[config.mk]
export PLATFORM = sky130hd
export DESIGN_NAME = websocket_frame_deframer_core_flat
export DESIGN_NICKNAME = d
export VERILOG_FILES = /design/src/design/wsd_pkg.sv /design/src/design/wsd_in_if.sv /design/src/design/wsd_out_if.sv /design/src/design/wsd_parser.sv /design/src/design/wsd_out_buf.sv /design/src/design/websocket_frame_deframer_core.sv /design/src/flat_wrapper.sv
export SDC_FILE = /design/constraint.sdc
export NUM_CORES = 1
export LEC_CHECK = 0
export ABC_AREA = 1
export BUFFER_PORTS_ARGS = -buffer_cell sky130_fd_sc_hd__buf_2
export CAP_MARGIN = 20
export CORE_UTILIZATION = 58
export CTS_CLUSTER_DIAMETER = 40
export DETAILED_ROUTE_END_ITERATION = 12
export HOLD_SLACK_MARGIN = 0.08
export PLACE_DENSITY = 0.71
export SETUP_SLACK_MARGIN = 0.3
export SLEW_MARGIN = 20
export SYNTH_ARGS = -nofsm -noshare
export SYNTH_HDL_FRONTEND = slang
export SYNTH_SLANG_ARGS = --single-unit
[constraint.sdc]
create_clock -name clk -period 4.1 [get_ports clk]
set_clock_uncertainty 0.15 [all_clocks]
set_input_delay 0.41 -clock clk [delete_from_list [all_inputs] [get_ports clk]]
set_output_delay 0.41 -clock clk [all_outputs]
set_load 0.03 [all_outputs]
[src/design/wsd_pkg.sv]
// Shared types and constants for the WebSocket frame deframer.
// No dependencies; the parser, output buffer and core refer to this package by scoped names.
`default_nettype none

package wsd_pkg;

    typedef enum logic [2:0] {
        PH_HDR0   = 3'd0,
        PH_HDR1   = 3'd1,
        PH_EXT    = 3'd2,
        PH_MASK   = 3'd3,
        PH_DATA   = 3'd4,
        PH_CLOSED = 3'd5
    } phase_t;

    localparam logic [1:0] KIND_DATA  = 2'd0;
    localparam logic [1:0] KIND_EMPTY = 2'd1;
    localparam logic [1:0] KIND_CLOSE = 2'd2;

    localparam logic [3:0] OPC_CLOSE     = 4'h8;
    localparam logic [6:0] LEN_EXT16     = 7'd126;
    localparam logic [6:0] LEN_EXT64     = 7'd127;
    localparam logic [3:0] EXT16_BYTES   = 4'd2;
    localparam logic [3:0] EXT64_BYTES   = 4'd8;
    localparam logic [2:0] XOR_KEY_BYTES = 3'd4;

    typedef struct packed {
        logic [1:0] kind;
        logic [7:0] data_out;
        logic [3:0] frame_opcode;
        logic       last;
    } result_t;

endpackage

`default_nettype wire

[src/design/wsd_in_if.sv]
// Handshake channel for received stream bytes.
// Depends on nothing; used by the deframer top level.
`default_nettype none

interface wsd_in_if;
    logic       valid;
    logic       ready;
    logic [7:0] byte_in;
    logic       clear;

    modport source (output valid, output byte_in, output clear, input ready);
    modport sink   (input valid, input byte_in, input clear, output ready);
endinterface

`default_nettype wire

[src/design/wsd_out_if.sv]
// Handshake channel for deframer results.
// Depends on nothing; used by the deframer top level.
`default_nettype none

interface wsd_out_if;
    logic       valid;
    logic       ready;
    logic [1:0] kind;
    logic [7:0] data_out;
    logic [3:0] frame_opcode;
    logic       last;

    modport source (output valid, output kind, output data_out, output frame_opcode,
                    output last, input ready);
    modport sink   (input valid, input kind, input data_out, input frame_opcode,
                    input last, output ready);
endinterface

`default_nettype wire

[src/design/wsd_parser.sv]
// Frame header parser, length counter and unmasking for the deframer.
// Depends on wsd_pkg.
`default_nettype none

module wsd_parser (
    input  wire logic            clk,
    input  wire logic            rst_n,
    input  wire logic            accept,
    input  wire logic [7:0]      byte_in,
    input  wire logic            clear,
    output wsd_pkg::result_t     res,
    output logic                 res_valid
);

    wsd_pkg::phase_t phase_reg, phase_next;
    logic [3:0]  cur_opcode_reg, cur_opcode_next;
    logic        mask_on_reg, mask_on_next;
    logic [3:0]  ext_bytes_left_reg, ext_bytes_left_next;
    logic [63:0] remaining_len_reg, remaining_len_next;
    logic [31:0] xor_key_reg, xor_key_next;
    logic [2:0]  mask_bytes_left_reg, mask_bytes_left_next;
    logic [1:0]  key_index_reg, key_index_next;

    logic [6:0]  len7;
    logic [7:0]  key_byte;

    always_ff @(posedge clk or negedge rst_n)
    begin
        if (!rst_n)
        begin
            phase_reg           <= wsd_pkg::PH_HDR0;
            cur_opcode_reg      <= '0;
            mask_on_reg         <= 1'b0;
            ext_bytes_left_reg  <= '0;
            remaining_len_reg   <= '0;
            xor_key_reg         <= '0;
            mask_bytes_left_reg <= '0;
            key_index_reg       <= '0;
        end
        else
        begin
            phase_reg           <= phase_next;
            cur_opcode_reg      <= cur_opcode_next;
            mask_on_reg         <= mask_on_next;
            ext_bytes_left_reg  <= ext_bytes_left_next;
            remaining_len_reg   <= remaining_len_next;
            xor_key_reg         <= xor_key_next;
            mask_bytes_left_reg <= mask_bytes_left_next;
            key_index_reg       <= key_index_next;
        end
    end

    assign len7 = byte_in[6:0];

    always_comb
    begin
        case (key_index_reg)
            2'd0:    key_byte = xor_key_reg[31:24];
            2'd1:    key_byte = xor_key_reg[23:16];
            2'd2:    key_byte = xor_key_reg[15:8];
            default: key_byte = xor_key_reg[7:0];
        endcase
    end

    always_comb
    begin
        phase_next           = phase_reg;
        cur_opcode_next      = cur_opcode_reg;
        mask_on_next         = mask_on_reg;
        ext_bytes_left_next  = ext_bytes_left_reg;
        remaining_len_next   = remaining_len_reg;
        xor_key_next         = xor_key_reg;
        mask_bytes_left_next = mask_bytes_left_reg;
        key_index_next       = key_index_reg;
        res_valid            = 1'b0;
        res.kind             = wsd_pkg::KIND_EMPTY;
        res.data_out         = 8'd0;
        res.frame_opcode     = cur_opcode_reg;
        res.last             = 1'b1;

        if (accept)
        begin
            if (clear)
            begin
                phase_next           = wsd_pkg::PH_HDR0;
                cur_opcode_next      = '0;
                mask_on_next         = 1'b0;
                ext_bytes_left_next  = '0;
                remaining_len_next   = '0;
                xor_key_next         = '0;
                mask_bytes_left_next = '0;
                key_index_next       = '0;
            end
            else
            begin
                case (phase_reg)
                    wsd_pkg::PH_HDR1:
                    begin
                        mask_on_next = byte_in[7];
                        if (cur_opcode_reg == wsd_pkg::OPC_CLOSE)
                        begin
                            phase_next = wsd_pkg::PH_CLOSED;
                            res_valid  = 1'b1;
                            res.kind   = wsd_pkg::KIND_CLOSE;
                        end
                        else if (len7 == wsd_pkg::LEN_EXT16)
                        begin
                            remaining_len_next  = '0;
                            ext_bytes_left_next = wsd_pkg::EXT16_BYTES;
                            phase_next          = wsd_pkg::PH_EXT;
                        end
                        else if (len7 == wsd_pkg::LEN_EXT64)
                        begin
                            remaining_len_next  = '0;
                            ext_bytes_left_next = wsd_pkg::EXT64_BYTES;
                            phase_next          = wsd_pkg::PH_EXT;
                        end
                        else
                        begin
                            remaining_len_next = {57'd0, len7};
                            if (byte_in[7])
                            begin
                                mask_bytes_left_next = wsd_pkg::XOR_KEY_BYTES;
                                phase_next           = wsd_pkg::PH_MASK;
                            end
                            else if (len7 == 7'd0)
                            begin
                                phase_next = wsd_pkg::PH_HDR0;
                                res_valid  = 1'b1;
                            end
                            else
                            begin
                                key_index_next = '0;
                                phase_next     = wsd_pkg::PH_DATA;
                            end
                        end
                    end

                    wsd_pkg::PH_EXT:
                    begin
                        remaining_len_next  = {remaining_len_reg[55:0], byte_in};
                        ext_bytes_left_next = ext_bytes_left_reg - 4'd1;
                        if (ext_bytes_left_next == 4'd0)
                        begin
                            if (mask_on_reg)
                            begin
                                mask_bytes_left_next = wsd_pkg::XOR_KEY_BYTES;
                                phase_next           = wsd_pkg::PH_MASK;
                            end
                            else if (remaining_len_next == 64'd0)
                            begin
                                phase_next = wsd_pkg::PH_HDR0;
                                res_valid  = 1'b1;
                            end
                            else
                            begin
                                key_index_next = '0;
                                phase_next     = wsd_pkg::PH_DATA;
                            end
                        end
                    end

                    wsd_pkg::PH_MASK:
                    begin
                        xor_key_next         = {xor_key_reg[23:0], byte_in};
                        mask_bytes_left_next = mask_bytes_left_reg - 3'd1;
                        if (mask_bytes_left_next == 3'd0)
                        begin
                            key_index_next = '0;
                            if (remaining_len_reg == 64'd0)
                            begin
                                phase_next = wsd_pkg::PH_HDR0;
                                res_valid  = 1'b1;
                            end
                            else
                            begin
                                phase_next = wsd_pkg::PH_DATA;
                            end
                        end
                    end

                    wsd_pkg::PH_DATA:
                    begin
                        key_index_next     = key_index_reg + 2'd1;
                        remaining_len_next = remaining_len_reg - 64'd1;
                        res_valid          = 1'b1;
                        res.kind           = wsd_pkg::KIND_DATA;
                        res.data_out       = mask_on_reg ? (byte_in ^ key_byte) : byte_in;
                        // The byte is the last one when exactly one remained before it.
                        res.last           = (remaining_len_reg == 64'd1);
                        if (res.last)
                        begin
                            phase_next = wsd_pkg::PH_HDR0;
                        end
                    end

                    wsd_pkg::PH_CLOSED:
                    begin
                        phase_next = wsd_pkg::PH_CLOSED;
                    end

                    default:
                    begin
                        cur_opcode_next = byte_in[3:0];
                        phase_next      = wsd_pkg::PH_HDR1;
                    end
                endcase
            end
        end
    end

    a_result_needs_transfer: assert property (@(posedge clk) disable iff (!rst_n)
        res_valid |-> accept)
        else $error("result produced without an input transfer");

    a_clear_resets: assert property (@(posedge clk) disable iff (!rst_n)
        accept && clear |=> phase_reg == wsd_pkg::PH_HDR0 && remaining_len_reg == 64'd0)
        else $error("clear byte did not return the parser to its idle header state");

    a_close_halts: assert property (@(posedge clk) disable iff (!rst_n)
        res_valid && res.kind == wsd_pkg::KIND_CLOSE |=> phase_reg == wsd_pkg::PH_CLOSED)
        else $error("close result not followed by the halted state");

    a_last_byte_ends_frame: assert property (@(posedge clk) disable iff (!rst_n)
        res_valid && res.kind == wsd_pkg::KIND_DATA && res.last |=>
            phase_reg == wsd_pkg::PH_HDR0)
        else $error("last payload byte did not return the parser to header parsing");

    a_closed_is_silent: assert property (@(posedge clk) disable iff (!rst_n)
        phase_reg == wsd_pkg::PH_CLOSED |-> !res_valid)
        else $error("result produced while halted after a close frame");

endmodule

`default_nettype wire

[src/design/wsd_out_buf.sv]
// Result register with a skid entry, so input ready does not depend on output ready.
// Depends on wsd_pkg.
`default_nettype none

module wsd_out_buf (
    input  wire logic             clk,
    input  wire logic             rst_n,
    input  wire logic             res_valid,
    input  wire wsd_pkg::result_t res,
    output logic                  in_ready,
    output logic                  out_valid,
    input  wire logic             out_ready,
    output wsd_pkg::result_t      out_res
);

    logic             main_valid_reg, main_valid_next;
    logic             skid_valid_reg, skid_valid_next;
    wsd_pkg::result_t main_data_reg, main_data_next;
    wsd_pkg::result_t skid_data_reg, skid_data_next;

    always_ff @(posedge clk or negedge rst_n)
    begin
        if (!rst_n)
        begin
            main_valid_reg <= 1'b0;
            skid_valid_reg <= 1'b0;
        end
        else
        begin
            main_valid_reg <= main_valid_next;
            skid_valid_reg <= skid_valid_next;
        end
    end

    always_ff @(posedge clk)
    begin
        main_data_reg <= main_data_next;
        skid_data_reg <= skid_data_next;
    end

    always_comb
    begin
        main_valid_next = main_valid_reg;
        skid_valid_next = skid_valid_reg;
        main_data_next  = main_data_reg;
        skid_data_next  = skid_data_reg;

        if (main_valid_reg && out_ready)
        begin
            // Input is stalled while the skid entry is full, so no new result arrives here.
            if (skid_valid_reg)
            begin
                main_data_next  = skid_data_reg;
                skid_valid_next = 1'b0;
            end
            else
            begin
                main_valid_next = res_valid;
                main_data_next  = res;
            end
        end
        else if (res_valid)
        begin
            if (!main_valid_reg)
            begin
                main_valid_next = 1'b1;
                main_data_next  = res;
            end
            else
            begin
                skid_valid_next = 1'b1;
                skid_data_next  = res;
            end
        end
    end

    assign in_ready  = !skid_valid_reg;
    assign out_valid = main_valid_reg;
    assign out_res   = main_data_reg;

endmodule

`default_nettype wire

[src/design/websocket_frame_deframer_core.sv]
// WebSocket frame deframer: one received byte per transfer, at most one result per byte.
// Built from wsd_parser and wsd_out_buf; each result is registered before it is offered.
// Throughput: one byte per cycle while results drain; input ready is registered and drops
// only while the skid entry is full, which lasts as long as the output channel stalls.
// Reset (rst_n low, asynchronous): parser waits for a first header byte, all state cleared,
// and the result register and skid entry are empty. Depends on wsd_pkg, the interfaces.
`default_nettype none

module websocket_frame_deframer_core (
    input  wire logic clk,
    input  wire logic rst_n,
    wsd_in_if.sink    stream,
    wsd_out_if.source result
);

    logic             accept;
    logic             in_ready;
    logic             res_valid;
    wsd_pkg::result_t res;
    wsd_pkg::result_t out_res;

    assign stream.ready = in_ready;
    assign accept       = stream.valid && in_ready;

    wsd_parser u_parser (
        .clk       (clk),
        .rst_n     (rst_n),
        .accept    (accept),
        .byte_in   (stream.byte_in),
        .clear     (stream.clear),
        .res       (res),
        .res_valid (res_valid)
    );

    wsd_out_buf u_out_buf (
        .clk       (clk),
        .rst_n     (rst_n),
        .res_valid (res_valid),
        .res       (res),
        .in_ready  (in_ready),
        .out_valid (result.valid),
        .out_ready (result.ready),
        .out_res   (out_res)
    );

    assign result.kind         = out_res.kind;
    assign result.data_out     = out_res.data_out;
    assign result.frame_opcode = out_res.frame_opcode;
    assign result.last         = out_res.last;

endmodule

`default_nettype wire

[src/flat_wrapper.sv]
// flat-port wrapper written by rule: the top's interface ports become plain ports
module websocket_frame_deframer_core_flat 
  (clk, rst_n, stream_valid, stream_byte_in, stream_clear, stream_ready, result_valid, result_kind, result_data_out, result_frame_opcode, result_last, result_ready);
  wsd_in_if stream_i ();
  wsd_out_if result_i ();
  input  wire logic clk;
  input  wire logic rst_n;
  input wire logic [$bits(stream_i.valid)-1:0] stream_valid;
  input wire logic [$bits(stream_i.byte_in)-1:0] stream_byte_in;
  input wire logic [$bits(stream_i.clear)-1:0] stream_clear;
  output wire logic [$bits(stream_i.ready)-1:0] stream_ready;
  output wire logic [$bits(result_i.valid)-1:0] result_valid;
  output wire logic [$bits(result_i.kind)-1:0] result_kind;
  output wire logic [$bits(result_i.data_out)-1:0] result_data_out;
  output wire logic [$bits(result_i.frame_opcode)-1:0] result_frame_opcode;
  output wire logic [$bits(result_i.last)-1:0] result_last;
  input wire logic [$bits(result_i.ready)-1:0] result_ready;
  assign stream_i.valid = stream_valid;
  assign stream_i.byte_in = stream_byte_in;
  assign stream_i.clear = stream_clear;
  assign stream_ready = stream_i.ready;
  assign result_valid = result_i.valid;
  assign result_kind = result_i.kind;
  assign result_data_out = result_i.data_out;
  assign result_frame_opcode = result_i.frame_opcode;
  assign result_last = result_i.last;
  assign result_i.ready = result_ready;
  websocket_frame_deframer_core u_core (.clk(clk), .rst_n(rst_n), .stream(stream_i), .result(result_i));
endmodule
=== Word level (Yosys, flattened, before mapping) ===
Index checks and enable logic that the tools add are counted.
Widths: inputs -> output; s select.

* Register bits after elaboration: 145
* Bits in latches: 0
* Memory bits (writable): 0
* Memory bits (read-only): 0
* Output and inout port bits: 17
* Logic and storage cells: 162
* Memories: 0

* Add/subtract/negate cells: 4
* $mul: 0
* Div/mod/pow operators: 0
* $lt $le $gt $ge: 0
* Eq/ne operators: 27
* Shift operators: 0
* Multiplexer cells: 81
* Bitwise gates (word level): 2
* Reductions and logical operators: 30

{| class="wikitable"
|+ Operator list
! operator !! number
|-
| $pmux 64 s3 || 1
|-
| $logic_not 64->1 || 2
|-
| $mux 64 || 2
|-
| $eq 64x1->1 const B || 1
|-
| $mux 32 || 2
|-
| $sub 64x1->64 const B || 1
|-
| $mux 15 || 4
|-
| $mux 3 || 19
|-
| $ne 3x3->1 const B || 12
|-
| $mux 4 || 6
|-
| $pmux 8 s3 || 1
|-
| $mux 1 || 23
|-
| $mux 2 || 11
|-
| $mux 10 || 2
|-
| $mux 8 || 2
|-
| $pmux 3 s5 || 1
|-
| $eq 7x7->1 const B || 2
|-
| $mux 7 || 2
|-
| $reduce_and 2->1 || 6
|-
| $reduce_and 11->1 || 1
|-
| $pmux 3 s3 || 1
|-
| $pmux 2 s4 || 1
|-
| $pmux 4 s2 || 1
|-
| $reduce_and 4->1 || 2
|-
| 29 further kinds || 38
|}

=== Logic depth before layout (Yosys ltp) ===
* Depth after elaboration: 11
* Mapped depth: 13
* Gate-level depth less buffers: 13

=== Hierarchy ===
Synthesis repeated with hierarchy kept, for this count alone.

* Cells, all modules: 1393
* Area total of the unflattened synthesis: 9352.7 µm²

{| class="wikitable"
|+ By module, submodules not included
! module !! times used !! cells an instance !! area an instance (µm²) !! sequential area each (µm²)
|-
| wsd_parser || 1 || 1294 || 8034.0 || 2827.7
|-
| wsd_out_buf || 1 || 97 || 1311.3 || 950.9
|-
| websocket_frame_deframer_core || 1 || 2 || 7.5 || 0.0
|}

=== Least setup slack after synthesis ===
OpenSTA, ideal clock, no wires.

* Kind: flip-flop to flip-flop
* Start point: reg u_core.u_parser.remaining_len_reg[0]
* End point: reg u_core.u_out_buf.main_data_reg, in the netlist u_core.u_out_buf.out_res[0] (enable)
* Library setup time: 0.366 ns
* Data arrival time: 1.965 ns
* Setup slack: 1.619 ns
* Cell stages (with the launch flop): 11
* Path buffers: 0
* Period minus slack after synthesis: 2.481 ns
* Cell sequence: dfrtp_1 inv_1 ha_1 nand2_1 nor2_2 nand2_1 nor3_1 nand4_1 nand2_1 nand3_1 nand2_1

* Longest elaborated chain between the ends: 9
* Elaborated cells on any way between the ends: 12
* Classes of those cells: 8 x mux; 4 x reduce/logical

{| class="wikitable"
|+ Ends and longest elaborated chain
! item !! line !! RTL
|-
| start: declaration || wsd_parser.sv:19 || <nowiki>logic [63:0] remaining_len_reg, remaining_len_next;</nowiki>
|-
| start signal: assignment || wsd_parser.sv:46 || <nowiki>remaining_len_reg <= remaining_len_next;</nowiki>
|-
| $logic_not 64->1 || wsd_parser.sv:150 || <nowiki>else if (remaining_len_next == 64'd0)</nowiki>
|-
| $mux 1 || wsd_parser.sv:150 ||
|-
| $mux 1 || wsd_parser.sv:145 || <nowiki>if (mask_on_reg)</nowiki>
|-
| $mux 1 || wsd_parser.sv:143 || <nowiki>if (ext_bytes_left_next == 4'd0)</nowiki>
|-
| $pmux 1 s4 (*) || wsd_parser.sv:96 || <nowiki>case (phase_reg)</nowiki>
|-
| $mux 1 (*) || wsd_parser.sv:83 || <nowiki>if (clear)</nowiki>
|-
| $mux 1 (*) || wsd_parser.sv:81 || <nowiki>if (accept)</nowiki>
|-
| $reduce_bool 2->1 (no line) (*) || - ||
|-
| $reduce_and 2->1 (no line) (*) || - ||
|-
| end signal: assignment || wsd_out_buf.sv:37 || <nowiki>main_data_reg <= main_data_next;</nowiki>
|-
| end: declaration || wsd_out_buf.sv:18 || <nowiki>wsd_pkg::result_t main_data_reg, main_data_next;</nowiki>
|}

Every way passes the cells marked *; elsewhere a longest branch is shown, timed or not.
A chain may end at the register's enable or synchronous reset.

=== Final worst setup path ===
* Start point: reg u_core.u_parser.remaining_len_reg[0]
* End point: reg u_core.u_out_buf.main_data_reg, in the netlist u_core.u_out_buf.out_res[7] (enable)

Same word-level chain as after synthesis.

==> results.txt <==
status -> finished, final reports clean
pin count of the biggest net entering global routing -> 56
post_cts resized -> 0
synthesized area -> 0.009169 mm²
Fillers -> 1,413
Tmin final -> 3.026 ns
P_leak -> 5.060 nW
register area share after synthesis -> 0.4121
slowest stage delay, CP -> 0.47 ns
H-tree depth -> 4
Layout Nets -> 1,407
CP Data Required Time -> 4.01 ns
CTS tree -> built
Die ar. -> 0.01632 mm²
Final ANT Viol Nets -> 0
Detailed Route WL -> 26,570 µm
Yosys cell types -> 36
Post-CTS Setup Inserts -> 0
gpl congestion -> 0.9423
Slew Limit Headroom -> 0.4198
Row Count -> 45
Final period util -> 0.7379
CTS Buffer Depth -> 2
most used cell, CP -> nand2_1
CP delay by family, top -> simple AND/OR/NAND/NOR gates
Mapped Cells -> 1,364
Initial Utilization -> 0.5987
RSZ-0062 raised after global routing -> no
CTS sink count -> 145
Post-synth ARST share -> 0.7931
Mean Syn Cell Area -> 6.722 µm²
Tot GR Track Use -> 0.3409
Sequential Area -> 0.003779 mm²
critical path cell sequence -> inv_1, ha_1, nand2_1, nor2_2, nand2_1, nor3_1, nand4_1, nand2_1, nand3_1, nand2_1
initial antenna violation count -> 0
worst skew pair latency -> 0.44 ns
top_reg_cell synth -> dfrtp_1
post-synth net total -> 1,387
Reg power frac -> 0.264
VDD IR max -> 422.4 µV
DIE HEIGHT -> 127.7 µm
top fanout value on the critical path -> 15
internal power -> 3.386 mW
first-pass GRT wire length -> 42,520 µm
Die Wd -> 127.7 µm
Max Cap Violations -> 0
DP Wirelength -> 19,180 µm
WL/cell -> 16.52 µm
# setup viols final -> 0
Post-synth EDFFs -> 30
n_diodes -> 0
CTS clk-pin slew, worst paths -> 0.06 ns
Sw Share -> 0.4852
First-pass DRT Iterations -> 6
CP Data Arrival Time -> 2.94 ns
final worst slack -> 1.074 ns
DRC Markers -> 0
total power per unit cell area -> 653.5 mW/mm²
vias in the first global route -> 8,129
endpoints failing hold -> 0
Max Slew Vio Count -> 0
crit path buf inv count -> 1
Max Freq -> 330.5 MHz
core box area -> 0.01531 mm²
Clock Root Buffer -> clkbuf_16
max reg flops -> 64
vias per inst -> 5.682
CTS Hold Bufs -> 1
NetSw -> 3.191 mW
pre-CTS setup slack -> 1.140 ns
CP max stage cell -> nand2_1
Hold Crit Class -> input pin to flip-flop
total CTS buffers -> 17
Combinational Power Share -> 0.497
critical path capture point type -> flip-flop
clock power share -> 0.239
I/O Buffers -> 29
vias -> 9,136
commonest non-fill, non-tap cells in the layout -> nand2_1, nor2_1, inv_1
fraction of layout cells with a size suffix above 1 -> 0.07301
CP Launch Type -> flip-flop
GRT overflow -> 0
post-synthesis register bit count -> 145
DR iter-0 viols -> 981
Synth-to-Final Area Change -> 9.771%
setup TNS -> 0 ns
Crit Path Category -> flip-flop to flip-flop
Multi-input gate area -> 0.004602 mm²
Worst Max-Slew Pin Slew -> 0.8671 ns
Yosys Warn Count -> 0
I/O pins -> 30
commonest non-fill, non-tap cell in the layout -> nand2_1
per-stage QoR:
| step | area (µm²) | power [mW] | hold slack, ns | util | instances |
|---|---|---|---|---|---|
| 4_1_cts | 10060 | 6.468 | 0.1178 | 0.6569 | 1608 |
| 3_3_place_gp | 9463 | 4.856 | 0.2766 | 0.6179 | 1575 |
| 2_1_floorplan | 9169 | 4.050 | -0.03559 | - | 1364 |
| 6_report | 10060 | 6.577 | 0.1274 | 0.6572 | 1608 |
| 5_1_grt | 10060 | 7.022 | 0.1421 | 0.6572 | 1608 |
| 3_5_place_dp | 9463 | 4.891 | 0.2857 | 0.6179 | 1575 |
worst register-to-register path: stages (launching register included):
cell     delay [ns]
dfrtp_1        0.42
inv_1          0.12
ha_1           0.29
nand2_1        0.17
nor2_2         0.22
nand2_1        0.17
nor3_1         0.28
nand4_1        0.12
nand2_1        0.15
nand3_1        0.09
nand2_1        0.47
layer usage:
metal,track usage,routed length (µm),up-vias
li1,-,-,4457
met1,0.5081,12380,4194
met2,0.4917,11070,437
met3,0.08431,2742,48
met4,0.09343,377,0
met5,0,0,-
synth_stat cells, types with 7 or more instances:
cell type  number  area share
dfrtp_1       115        0.31
o21ai_0       132       0.072
nand2_1       437        0.18
edfxtp_1       30       0.098
nand4_1        10      0.0068
nand3_1       106       0.058
a221oi_1        7      0.0067
inv_2           9      0.0037
inv_1         146       0.060
buf_2          13      0.0071
clkbuf_1       18      0.0074
ha_1           10       0.014
o22ai_1        31       0.021
a21oi_1        28       0.015
nor3_1          8      0.0044
o21ai_1        27       0.015
nor2_1        193       0.079
path summary, 6_finish.rpt:
path                                                                           to  cells past startpoint                                        startpoint  slack [ns]
max in group asynchronous              u_core.u_parser.xor_key_reg[0]$_DFFE_PN0P_                      3                                             rst_n        2.59
worst max-delay path                        u_core.u_out_buf.out_res[7]$_DFFE_PP_                     10  u_core.u_parser.remaining_len_reg[0]$_DFFE_PN0P_        1.07
min in group asynchronous       u_core.u_parser.remaining_len_reg[45]$_DFFE_PN0P_                      2                                             rst_n        0.37
worst min-delay path                u_core.u_parser.cur_opcode_reg[2]$_DFFE_PN0P_                      3                                 stream_byte_in[2]        0.13
worst min register to register        u_core.u_out_buf.skid_data_reg[1]$_DFFE_PP_                      0     u_core.u_parser.cur_opcode_reg[0]$_DFFE_PN0P_        0.30
worst max register to register              u_core.u_out_buf.out_res[7]$_DFFE_PP_                     10  u_core.u_parser.remaining_len_reg[0]$_DFFE_PN0P_        1.07
cell type report:
| cell class | instances | share of cell area |
|---|---|---|
| inverters | 156 | 0.05843 |
| flip-flops and latches | 145 | 0.3754 |
| clock buffers | 18 | 0.04264 |
| clock inverters | 14 | 0.01566 |
| multi-input cells | 1024 | 0.4572 |
| repair buffers | 40 | 0.02437 |
| well taps | 211 | 0.02623 |
logic make-up after synthesis:
logic type	Yosys count	synth area share
simple gates	775	0.3448
compound gates	236	0.1400
buf+inv	195	0.08652
flops	145	0.4121
fa+ha+maj	10	0.01365
xor+xnor	3	0.002866
power by group through the flow:
stage          Combinational (mW)  Clock, mW  Sequential (mW)
2_1_floorplan                2.31          0             1.74
3_3_place_gp                 3.10          0             1.75
3_5_place_dp                 3.13          0             1.76
4_1_cts                      3.16       1.58             1.73
5_1_grt                      3.64       1.63             1.75
6_report                     3.27       1.57             1.73
(Power assumes the default switching activity.)
